**config.mk**
```make
export PLATFORM = sky130hd
export DESIGN_NAME = tiir_mac
export DESIGN_NICKNAME = d
export VERILOG_FILES = /design/src/tiir_pkg.sv /design/src/tiir_mac.sv
export SDC_FILE = /design/constraint.sdc
export NUM_CORES = 1
export LEC_CHECK = 0
export ABC_AREA = 1
export BUFFER_PORTS_ARGS = -buffer_cell sky130_fd_sc_hd__buf_2
export CAP_MARGIN = 5
export CELL_PAD_IN_SITES_DETAIL_PLACEMENT = 0
export CELL_PAD_IN_SITES_GLOBAL_PLACEMENT = 1
export CORE_AREA = 8 8 220 222
export DETAILED_ROUTE_END_ITERATION = 10
export DIE_AREA = 0 0 228 230
export GPL_TIMING_DRIVEN = 0
export PLACE_DENSITY_LB_ADDON = 0.1
export SETUP_SLACK_MARGIN = 0.05
export SLEW_MARGIN = 10
export SYNTH_ARGS = -nofsm -noshare
export SYNTH_HDL_FRONTEND = slang
export SYNTH_SLANG_ARGS = --single-unit
```
**constraint.sdc**
```tcl
create_clock -name clk -period 20.7 [get_ports clk]
set_input_delay 4.14 -clock clk [delete_from_list [all_inputs] [get_ports clk]]
set_output_delay 4.14 -clock clk [all_outputs]
set_load 0.03 [all_outputs]
```
**src/tiir_pkg.sv**
```systemverilog
package tiir_pkg;

  localparam int MAX_TAPS   = 256;
  localparam int TAP_W      = (MAX_TAPS > 1) ? $clog2(MAX_TAPS) : 1;
  localparam int CNT_W      = $clog2(MAX_TAPS + 1);
  localparam int TAPS_W     = 9;
  localparam int CMP_W      = (CNT_W > TAPS_W) ? CNT_W : TAPS_W;

  localparam int FUNC_W     = 2;
  localparam int SAMPLE_W   = 16;
  localparam int IDX_W      = 8;
  localparam int COEF_W     = 18;
  localparam int DLY_W      = 40;
  localparam int PROD_W     = SAMPLE_W + COEF_W;
  localparam int SUM_W      = DLY_W + 1;
  localparam int FRAC_SHIFT = 14;

  localparam int CFG_IDX_W  = 4;
  localparam int CFG_DATA_W = TAPS_W;

  localparam logic [FUNC_W-1:0] FUNC_SAMPLE = 2'd0;
  localparam logic [FUNC_W-1:0] FUNC_WR_FF  = 2'd1;
  localparam logic [FUNC_W-1:0] FUNC_WR_FB  = 2'd2;
  localparam logic [FUNC_W-1:0] FUNC_CLEAR  = 2'd3;

  localparam logic [CFG_IDX_W-1:0] REG_TAPS     = 4'd0;
  localparam logic [CFG_IDX_W-1:0] REG_FEEDBACK = 4'd1;

  typedef struct packed {
    logic mul_en;   // load product register
    logic mul_fb;   // feedback coefficient times output, else feedforward times input
    logic mul_zero; // load zero product
    logic acc_en;   // load accumulator
    logic add_z;    // include the delay operand in sums
  } tiir_mac_ctl_t;

endpackage

```
**src/tiir_mac.sv**
```systemverilog
module tiir_mac import tiir_pkg::*; (
  input  logic                        clk,
  input  tiir_mac_ctl_t               ctl,
  input  logic signed [COEF_W-1:0]    ff_coef,
  input  logic signed [COEF_W-1:0]    fb_coef,
  input  logic signed [SAMPLE_W-1:0]  x,
  input  logic signed [SAMPLE_W-1:0]  y,
  input  logic signed [DLY_W-1:0]     z,
  output logic signed [DLY_W-1:0]     dly_new,
  output logic signed [SAMPLE_W-1:0]  y_out,
  output logic                        y_sat
);

  localparam int YQ_W = SUM_W - FRAC_SHIFT;
  localparam logic signed [YQ_W-1:0] YQ_MAX = YQ_W'(2 ** (SAMPLE_W - 1) - 1);
  localparam logic signed [YQ_W-1:0] YQ_MIN = YQ_W'(-(2 ** (SAMPLE_W - 1)));
  localparam logic signed [SUM_W-1:0] RND_BIAS = SUM_W'(2 ** (FRAC_SHIFT - 1));

  logic signed [PROD_W-1:0]   prod_r;
  logic signed [PROD_W-1:0]   prod_nxt;
  logic signed [DLY_W-1:0]    acc_r;
  logic signed [DLY_W-1:0]    acc_nxt;
  logic signed [COEF_W-1:0]   op_c;
  logic signed [SAMPLE_W-1:0] op_s;
  logic signed [DLY_W-1:0]    z_sel;
  logic signed [DLY_W-1:0]    prod_ext;
  logic signed [SUM_W-1:0]    ysum;
  logic signed [SUM_W-1:0]    yrnd;
  logic signed [YQ_W-1:0]     yq;

  always_comb begin
    op_c     = ctl.mul_fb ? fb_coef : ff_coef;
    op_s     = ctl.mul_fb ? y : x;
    if (ctl.mul_zero) begin
      prod_nxt = '0;
    end else begin
      prod_nxt = op_c * op_s;
    end
    z_sel    = ctl.add_z ? z : '0;
    prod_ext = {{(DLY_W - PROD_W){prod_r[PROD_W-1]}}, prod_r};
    acc_nxt  = z_sel + prod_ext;
    // wrap to the delay width: all delay arithmetic is modulo 2^DLY_W
    dly_new  = acc_r - prod_ext;
  end

  // output: exact sum, round half up, saturate
  always_comb begin
    ysum = {z_sel[DLY_W-1], z_sel} + {{(SUM_W - PROD_W){prod_r[PROD_W-1]}}, prod_r};
    yrnd = ysum + RND_BIAS;
    yq   = yrnd[SUM_W-1:FRAC_SHIFT];
    if (yq > YQ_MAX) begin
      y_out = {1'b0, {(SAMPLE_W - 1){1'b1}}};
      y_sat = 1'b1;
    end else if (yq < YQ_MIN) begin
      y_out = {1'b1, {(SAMPLE_W - 1){1'b0}}};
      y_sat = 1'b1;
    end else begin
      y_out = yq[SAMPLE_W-1:0];
      y_sat = 1'b0;
    end
  end

  always_ff @(posedge clk) begin
    if (ctl.mul_en) begin
      prod_r <= prod_nxt;
    end
    if (ctl.acc_en) begin
      acc_r <= acc_nxt;
    end
  end

endmodule

```
# Word level (Yosys, flattened, before mapping)
# Index checks and enable logic that the tools add are counted.
# totals
reg_bits,74
in_bits,114
elab_cells,16
# classes
addsub,4
mul,1
order_cmp,2
muxes,7
# op_table
operator,n
16-bit two-way mux,3
40-bit by 34-bit adder with 41-bit output,1
"41-bit by 15-bit adder with 41-bit output, second input constant",1
40-bit by 34-bit adder with 40-bit output,1
40-bit two-way mux,1
40-bit by 34-bit subtractor with 40-bit output,1
18-bit by 16-bit multiplier with 34-bit output,1
"27-bit by 16-bit greater-than comparator with 1-bit output, second input constant",1
"27-bit by 16-bit < comparator with 1-bit output, second input constant",1
18-bit two-way mux,1
1-bit two-way mux,2

# Logic depth before layout (Yosys ltp)
# Gate-level depths: netlist of run 1.
# logic_depth
depth_word,6
depth_mapped,30
depth_no_buf,28

# Least setup slack after synthesis of run 1
# No wires, ideal clock.
# synth_timing
path_type,in2out
start,in ctl[0] (netlist name)
end,out y_out[8]
arrival_ns,6.873
setup_slack_ns,9.687
path_stages,23
n_path_buf,2
cell_sequence,clkbuf_1 > nand2_1 > inv_1 > ha_1 > inv_1 > fa_1 > nor2_1 > nand2_1 > nand2_1 > nand2_1 > nand2_1 > nand2_1 > nand2_2 > nand2_2 > nand2_2 > nand3_2 > nand3_2 > xor2_2 > inv_2 > nand2_4 > buf_12 > nand2_1 > nand2_1
# synth_between
elab_chain_cells,6
word_cells_on_any_way,7
cone_classes,add/sub (2); order compare (2); mux (3)
# synth_rtl
item,line,rtl
from (decl),tiir_mac.sv:3,"input tiir_mac_ctl_t ctl,"
40-bit two-way mux (*),tiir_mac.sv:39,z_sel = ctl.add_z ? z : '0;
40-bit by 34-bit adder with 41-bit output (*),tiir_mac.sv:48,"ysum = {z_sel[DLY_W-1], z_sel} + {{(SUM_W - PROD_W){prod_r[PROD_W-1]}}, prod_r};"
41-bit by 15-bit adder with 41-bit output (*),tiir_mac.sv:49,yrnd = ysum + RND_BIAS;
27-bit by 16-bit < comparator with 1-bit output,tiir_mac.sv:54,end else if (yq < YQ_MIN) begin
16-bit two-way mux,tiir_mac.sv:54,
16-bit two-way mux (*),tiir_mac.sv:51,if (yq > YQ_MAX) begin
to (decl),tiir_mac.sv:10,"output logic signed [SAMPLE_W-1:0] y_out,"
# Mark *: on every way between the ends. The rest lies on a longest branch, timed or not.

# Worst setup path after layout of run 1
# layout_timing
start,in ctl[0] (netlist name)
end,out y_out[14]
# Same word-level chain as after synthesis.

==> impl_metrics.csv, run 1 <==
group,metric,value,unit
sta,final.setup.tns,0,ns
sta,report.final.hold_viol_count,0,
logic_synthesis,avgSynthCellArea,7.265,um2
floorplan,io_pins,171,
logic_synthesis,synth_cell_types,47,
sta,tightest_slew,1.434,ns
global_route,antenna_found_initial,0,
clock_tree,cts_setup_buffers,0,
logic_synthesis,synth_largest_area_cell,"fa_1",
clock_tree,htree_levels,3,
logic_synthesis,ys.flop_type,"edfxtp_1",
cells_and_area,drive_gt1_share,7.350,%
clock_tree,insertion_delay,0.36,ns
detailed_routing,routed_via_density,5.188,
sta,finClkSkew,0.004423,ns
logic_synthesis,synth-edff-count,74,
sta,period_minus_slack,12.31,ns
logic_synthesis,synthArstFlopShare,0,%
hold_path,hold_start,"prod_r[0]$_SDFFCE_PP0P_",
sta,rsz0062_at_grt,"false",
cells_and_area,area_growth_syn_to_layout,8.333,%
hold_path,hp-class,"reg -> reg",
global_route,first_global_vias,21080,
cells_and_area,nets,3881,
sta,relSlewSlack,3.412,%
worst_setup_path,endpoint_kind,"primary output",
clock_tree,clockBufferDepth,2,
floorplan,core.rowCount,78,
clock_tree,clkSlewWorstSetupHoldPaths,0.06,ns
clock_tree,post_cts_resized,0,
logic_synthesis,synth_top_area_share,29.59,%
global_route,overflow,0,
clock_tree,hold_buffers,0,
logic_synthesis,synth-seq-cells,74,
logic_synthesis,yosys_warnings,0,
detailed_routing,drt_iter0_drc,1096,
hold_path,whs_path_depth,1,
detailed_routing,first_pass_iters,5,
worst_setup_path,crit_type,"in -> out",
detailed_routing,post_drt_wl_per_cell,19.16,um
detailed_routing,vias,19910,
sta,period_share,59.47,%
global_route,grt_max_degree,41,
run_status,outcome,"complete, no violations",
placement,io_buffers,167,
clock_tree,cts_tree,"yes",
flow_run,drv_cap,0,
floorplan,die_area,52440,um2
placement,place.gp.congestion,0.9855,
cells_and_area,antenna_cells,0,
placement,dpl.hpwl,65090,um
floorplan,die_x,228,um
logic_synthesis,synth_commonest_cells,"inv_1 (738), nand2_1 (657), fa_1 (328)",
clock_tree,cts.sinks,74,
worst_setup_path,start_kind,"input pin",
floorplan,start_util,49.44,%
logic_synthesis,synth.area.top_cells,"fa_1 (30%), inv_1 (12%), ha_1 (12%)",
logic_synthesis,syn_inst,3055,
sta,setup_viol,0,
floorplan,die_y,230,um
clock_tree,cts_made_buffers,9,
logic_synthesis,syn_nets,3703,
sta,slew_viol_final,0,
detailed_routing,drc_errors,0,
worst_setup_path,worstReg2RegStart,"prod_r[5]$_SDFFCE_PP0P_",
floorplan,core-area,44890,um2
worst_setup_path,worstPathRequired,16.56,ns
sta,max_freq,81.23,MHz
logic_synthesis,seq_area_frac_synth,10.01,%
global_route,grt_pass1_wl,114300,um
detailed_routing,drt-total-wl,73530,um
worst_setup_path,critPathMaxFanout,10,
logic_synthesis,synth_area,22190,um2
global_route,grtUsageTotal,27.89,%
worst_setup_path,ff2ff_path_depth,12,
detailed_routing,ant_nets,0,
hold_path,min_to,"acc_r[0]$_DFFE_PP_",
clock_tree,clockRootBuffer,"clkbuf_16",
worst_setup_path,reg2reg_to,"acc_r[31]$_DFFE_PP_",
worst_setup_path,cp.arrival,8.17,ns
worst_setup_path,r2r_slack,17.40,ns
logic_synthesis,synth_most_common_cell,"inv_1",
cell usage in the layout, fill, tap and decap left out, drive strengths merged, types with 4 or more instances in the layout:
master and instances:
fa 328, nand3b 4, clkinv 15, nand4 23, nor4 6, o21ai 137, a21boi 7, edfxtp 74
nor2 338, buf 175, o21a 9, clkbuf 36, ha 206, a21oi 172, nand3 77, o211ai 5
a21o 16, o21bai 17, nor3 26, inv 745, a221oi 5, xnor2 39, nand2 677, a31oi 13
xor2 65, o221ai 4
how the worst max path moves through the flow:
stage	startpoint	to	slack, ns	cells past startpoint
global placement	ctl[3]	prod_r[29]$_SDFFCE_PP0P_	8.35	24
floorplan	ctl[0]	y_out[8]	9.69	23
detailed placement	ctl[3]	prod_r[29]$_SDFFCE_PP0P_	8.32	24
finish	ctl[0]	y_out[14]	8.39	24
global route	ctl[0]	y_out[13]	8.15	23
CTS	ctl[0]	y_out[14]	8.41	24
worst max-delay path, stage by stage:
cell	delay [ns]
clkbuf_1	0.70
nand2_1	0.23
inv_1	0.11
ha_1	0.17
inv_1	0.06
fa_1	0.58
inv_1	0.07
a21oi_1	0.31
nand2_1	0.17
nand2_1	0.08
nand2_1	0.04
nand2_1	0.05
nand2_1	0.16
nand2_1	0.19
nand3_1	0.12
nand2_1	0.12
nand3_1	0.09
nor2_2	0.10
nand2_2	0.07
nand2_4	0.13
buf_12	0.15
nand2_1	0.06
nand2_1	0.06
buf_2	0.19
routing by layer:
layer / global-route usage (%) / vias up / share of wire [%]
met3: 2.167 / 150 / 3.9
met1: 31.44 / 9469 / 39
met2: 52.58 / 634 / 52
met5: 0 / - / 0
li1: - / 9659 / -
met4: 13.62 / 0 / 5.1
metrics by stage:
step	worst slack, ns	std cells	utilization (%)	hold WS [ns]	area (um2)
final	8.390	3838	53.56	0.7278	24040
after global routing	8.149	3838	53.56	0.7664	24040
after CTS	8.405	3838	53.56	0.7447	24040
after detailed placement	8.318	3822	52.97	0.7244	23780
after global placement	8.352	3822	52.97	0.6661	23780
after floorplan	9.687	3055	-	0.5572	22190
cell families after synthesis:
family / count (synthesis) / share of synthesized area [%]
compound gates: 394 / 9.849
xor+xnor: 104 / 4.138
fa+ha+maj: 534 / 41.20
buf+inv: 789 / 13.46
flops: 74 / 10.01
mux: 2 / 0.09021
simple gates: 1158 / 21.25
area by class of cell:
cell class                      instances  area, um2
Clock inverter                          6      33.78
Buffer                                 34      152.6
Multi-Input combinational cell       2192      16990
Fill cell                            4458      20850
Clock buffer                           10      229.0
Tap cell                              600      750.7
Sequential cell                        74       2222
Timing Repair Buffer                  167      835.8
Inverter                              755       2834
state kept, by name, summed over array words and instances, names as in the netlist:
name    flops
acc_r      40
prod_r     34
Power of run 1 is not shown: default switching activity piles up to over one toggle a cycle in this logic, so the estimate is an artifact.
==> run 2: changes to the inputs <==
--- a/config.mk
+++ b/config.mk
@@ -10,9 +10,9 @@
 export CAP_MARGIN = 5
 export CELL_PAD_IN_SITES_DETAIL_PLACEMENT = 0
 export CELL_PAD_IN_SITES_GLOBAL_PLACEMENT = 1
-export CORE_AREA = 8 8 220 222
+export CORE_AREA = 8 8 227 229
 export DETAILED_ROUTE_END_ITERATION = 10
-export DIE_AREA = 0 0 228 230
+export DIE_AREA = 0 0 235 237
 export GPL_TIMING_DRIVEN = 0
 export PLACE_DENSITY_LB_ADDON = 0.1
 export SETUP_SLACK_MARGIN = 0.05
==> constraint.sdc (replaced) <==
create_clock -name clk -period 12.25 [get_ports clk]
set_input_delay 2.45 -clock clk [delete_from_list [all_inputs] [get_ports clk]]
set_output_delay 2.45 -clock clk [all_outputs]
set_load 0.03 [all_outputs]
==> run 2 against run 1 <==
Compared with the run above: global-route usage is 0.83 points lower; worst hold slack better by 0.0023 ns; largest cell class unchanged; critical path type is now in -> reg; critical path depth is the same; clock-buffer cell count unchanged; final cell count rose by 0.65%; non-clock buffer count increased by 2; register-to-register slack got worse by 8.4 ns; design area rose by 0.33%; sequential share of layout area barely moved; setup slack lost 6.7 ns; die area is 6.2% higher.
==> impl_metrics.csv, run 2 (synthesis gave the netlist of run 1 again) <==
group,metric,value,unit
run_status,outcome,"complete, no violations",
hold_path,whs_path_depth,1,
global_route,grtUsageTotal,27.05,%
detailed_routing,post_drt_wl_per_cell,19.50,um
floorplan,die_area,55700,um2
sta,finClkSkew,0.005925,ns
sta,max_freq,95.03,MHz
clock_tree,post_cts_resized,0,
cells_and_area,reg.largest.list,"acc_r: 40 flops, prod_r: 34 flops",
cells_and_area,seq_area,2222,um2
sta,period_share,85.91,%
clock_tree,cts_setup_buffers,0,
placement,placed_cell_area,23820,um2
clock_tree,htree_levels,3,
cells_and_area,area_growth_syn_to_layout,8.693,%
clock_tree,clockRootBuffer,"clkbuf_16",
sta,report.final.hold_viol_count,0,
floorplan,start_util,46.10,%
floorplan,core-area,48140,um2
cells_and_area,drive_gt1_share,7.500,%
detailed_routing,routed_via_density,5.147,
cells_and_area,final_cell_mix,"inv_1 (738), nand2_1 (657), fa_1 (328)",
floorplan,die_y,237,um
global_route,antenna_found_initial,1,
placement,dpl.hpwl,66840,um
placement,place_inst,3846,
clock_tree,insertion_delay,0.37,ns
global_route,grt_max_degree,41,
flow_run,drv_cap,0,
detailed_routing,drc_errors,0,
detailed_routing,topRoutingLayerUsed,"met4",
sta,relSlewSlack,13.53,%
clock_tree,hold_buffers,0,
detailed_routing,wl_met1,29270,um
global_route,overflow,0,
global_route,grt_pass1_wl,116700,um
sta,final.setup.tns,0,ns
global_route,first_global_vias,21300,
detailed_routing,drt-total-wl,75340,um
floorplan,core.rowCount,81,
cells_and_area,fill_cells,4918,
cells_and_area,multiInputGateArea,16990,um2
sta,period_minus_slack,10.52,ns
sta,rsz0062_at_grt,"false",
clock_tree,cts_tree,"yes",
clock_tree,cts.sinks,74,
worst_setup_path,endpoint_kind,"register",
hold_path,hp-class,"reg -> reg",
floorplan,io_pins,171,
cells_and_area,fin_area,24120,um2
cells_and_area,nets,3883,
worst_setup_path,critPathMaxFanout,10,
detailed_routing,vias,19880,
floorplan,die_x,235,um
detailed_routing,first_pass_iters,5,
cells_and_area,largest_register_ffs,40,
detailed_routing,wl_met3,2643,um
placement,io_buffers,167,
cells_and_area,final_common_cell,"inv_1",
worst_setup_path,crit_type,"in -> reg",
sta,setup_viol,0,
worst_setup_path,cp.arrival,10.62,ns
clock_tree,cts_made_buffers,9,
placement,place.gp.congestion,0.9916,
cells_and_area,finalNonFillerCells,3863,
detailed_routing,drt_iter0_drc,924,
sta,slew_viol_final,0,
clock_tree,clkSlewWorstSetupHoldPaths,0.06,ns
worst_setup_path,start_kind,"input pin",
clock_tree,clockBufferDepth,2,
detailed_routing,ant_nets,0,
worst_setup_path,worstPathRequired,12.35,ns
sta,tightest_slew,1.288,ns
worst_setup_path,ff2ff_path_depth,12,
cells_and_area,regMostFlops,"acc_r",
detailed_routing,met2_wirelength,38870,um
[run 2: cell types whose count changed in the layout (fill, tap and decap cells not counted)]
| cell | delta |
|---|---|
| inv_6 | +2 |
| diode_2 | +1 |
| o21ai_1 | +1 |
| clkinv_4 | -1 |
| clkinv_1 | -2 |
| o21ai_2 | +1 |
| o21ai_0 | -2 |
| bufinv_16 | +1 |
| buf_4 | +2 |
[run 2: path summary, 6_finish.rpt]
| path | start | end | slack (ns) |
|---|---|---|---|
| worst max-delay path | ctl[3] | prod_r[29]$_SDFFCE_PP0P_ | 1.73 |
| worst min-delay path | prod_r[0]$_SDFFCE_PP0P_ | acc_r[0]$_DFFE_PP_ | 0.73 |
| worst min register to register | prod_r[0]$_SDFFCE_PP0P_ | acc_r[0]$_DFFE_PP_ | 0.73 |
| worst max register to register | prod_r[5]$_SDFFCE_PP0P_ | acc_r[31]$_DFFE_PP_ | 8.96 |
[run 2: metal layers]
| metal | vias to the layer above | GRT usage, % |
|---|---|---|
| met4 | 0 | 15.03 |
| met2 | 551 | 50.71 |
| met5 | - | 0 |
| met3 | 162 | 2.534 |
| met1 | 9495 | 29.80 |
| li1 | 9674 | - |
[run 2: critical path, cell delays in order]
cell and delay (ns):
buf_2 0.17, buf_1 0.23, o21ai_1 0.92, clkinv_1 0.76, nand2_1 0.28, fa_1 0.48, inv_1 0.09, fa_1 0.43
fa_1 0.51, fa_1 0.55, fa_1 0.56, inv_1 0.06, fa_1 0.53, inv_1 0.04, ha_1 0.38, nand2_1 0.15
nor4_1 0.96, nand4_1 0.20, nand3_1 0.31, nand2_1 0.10, nand2_1 0.11, a21boi_0 0.11, o21ai_0 0.16, a21oi_1 0.08
[run 2: layout make-up]
class | count | share of cell area, %
clock inverters | 6 | 0.2697
multi-input cells | 2192 | 70.43
well taps | 622 | 3.226
flip-flops and latches | 74 | 9.212
repair buffers | 169 | 3.527
clock buffers | 10 | 0.9492
diodes | 1 | 0.01037
plain buffers | 34 | 0.6328
inverters | 755 | 11.75
[run 2: through the flow]
step / hold slack (ns) / worst slack, ns / util [%]
2_1_floorplan: 0.5572 / 3.730 / -
3_3_place_gp: 0.6763 / 1.555 / 49.46
3_5_place_dp: 0.7199 / 1.532 / 49.49
4_1_cts: 0.7343 / 1.913 / 50.10
5_1_grt: 0.7482 / 1.570 / 50.11
6_report: 0.7300 / 1.727 / 50.11
Power of run 2 is left out for the same reason.
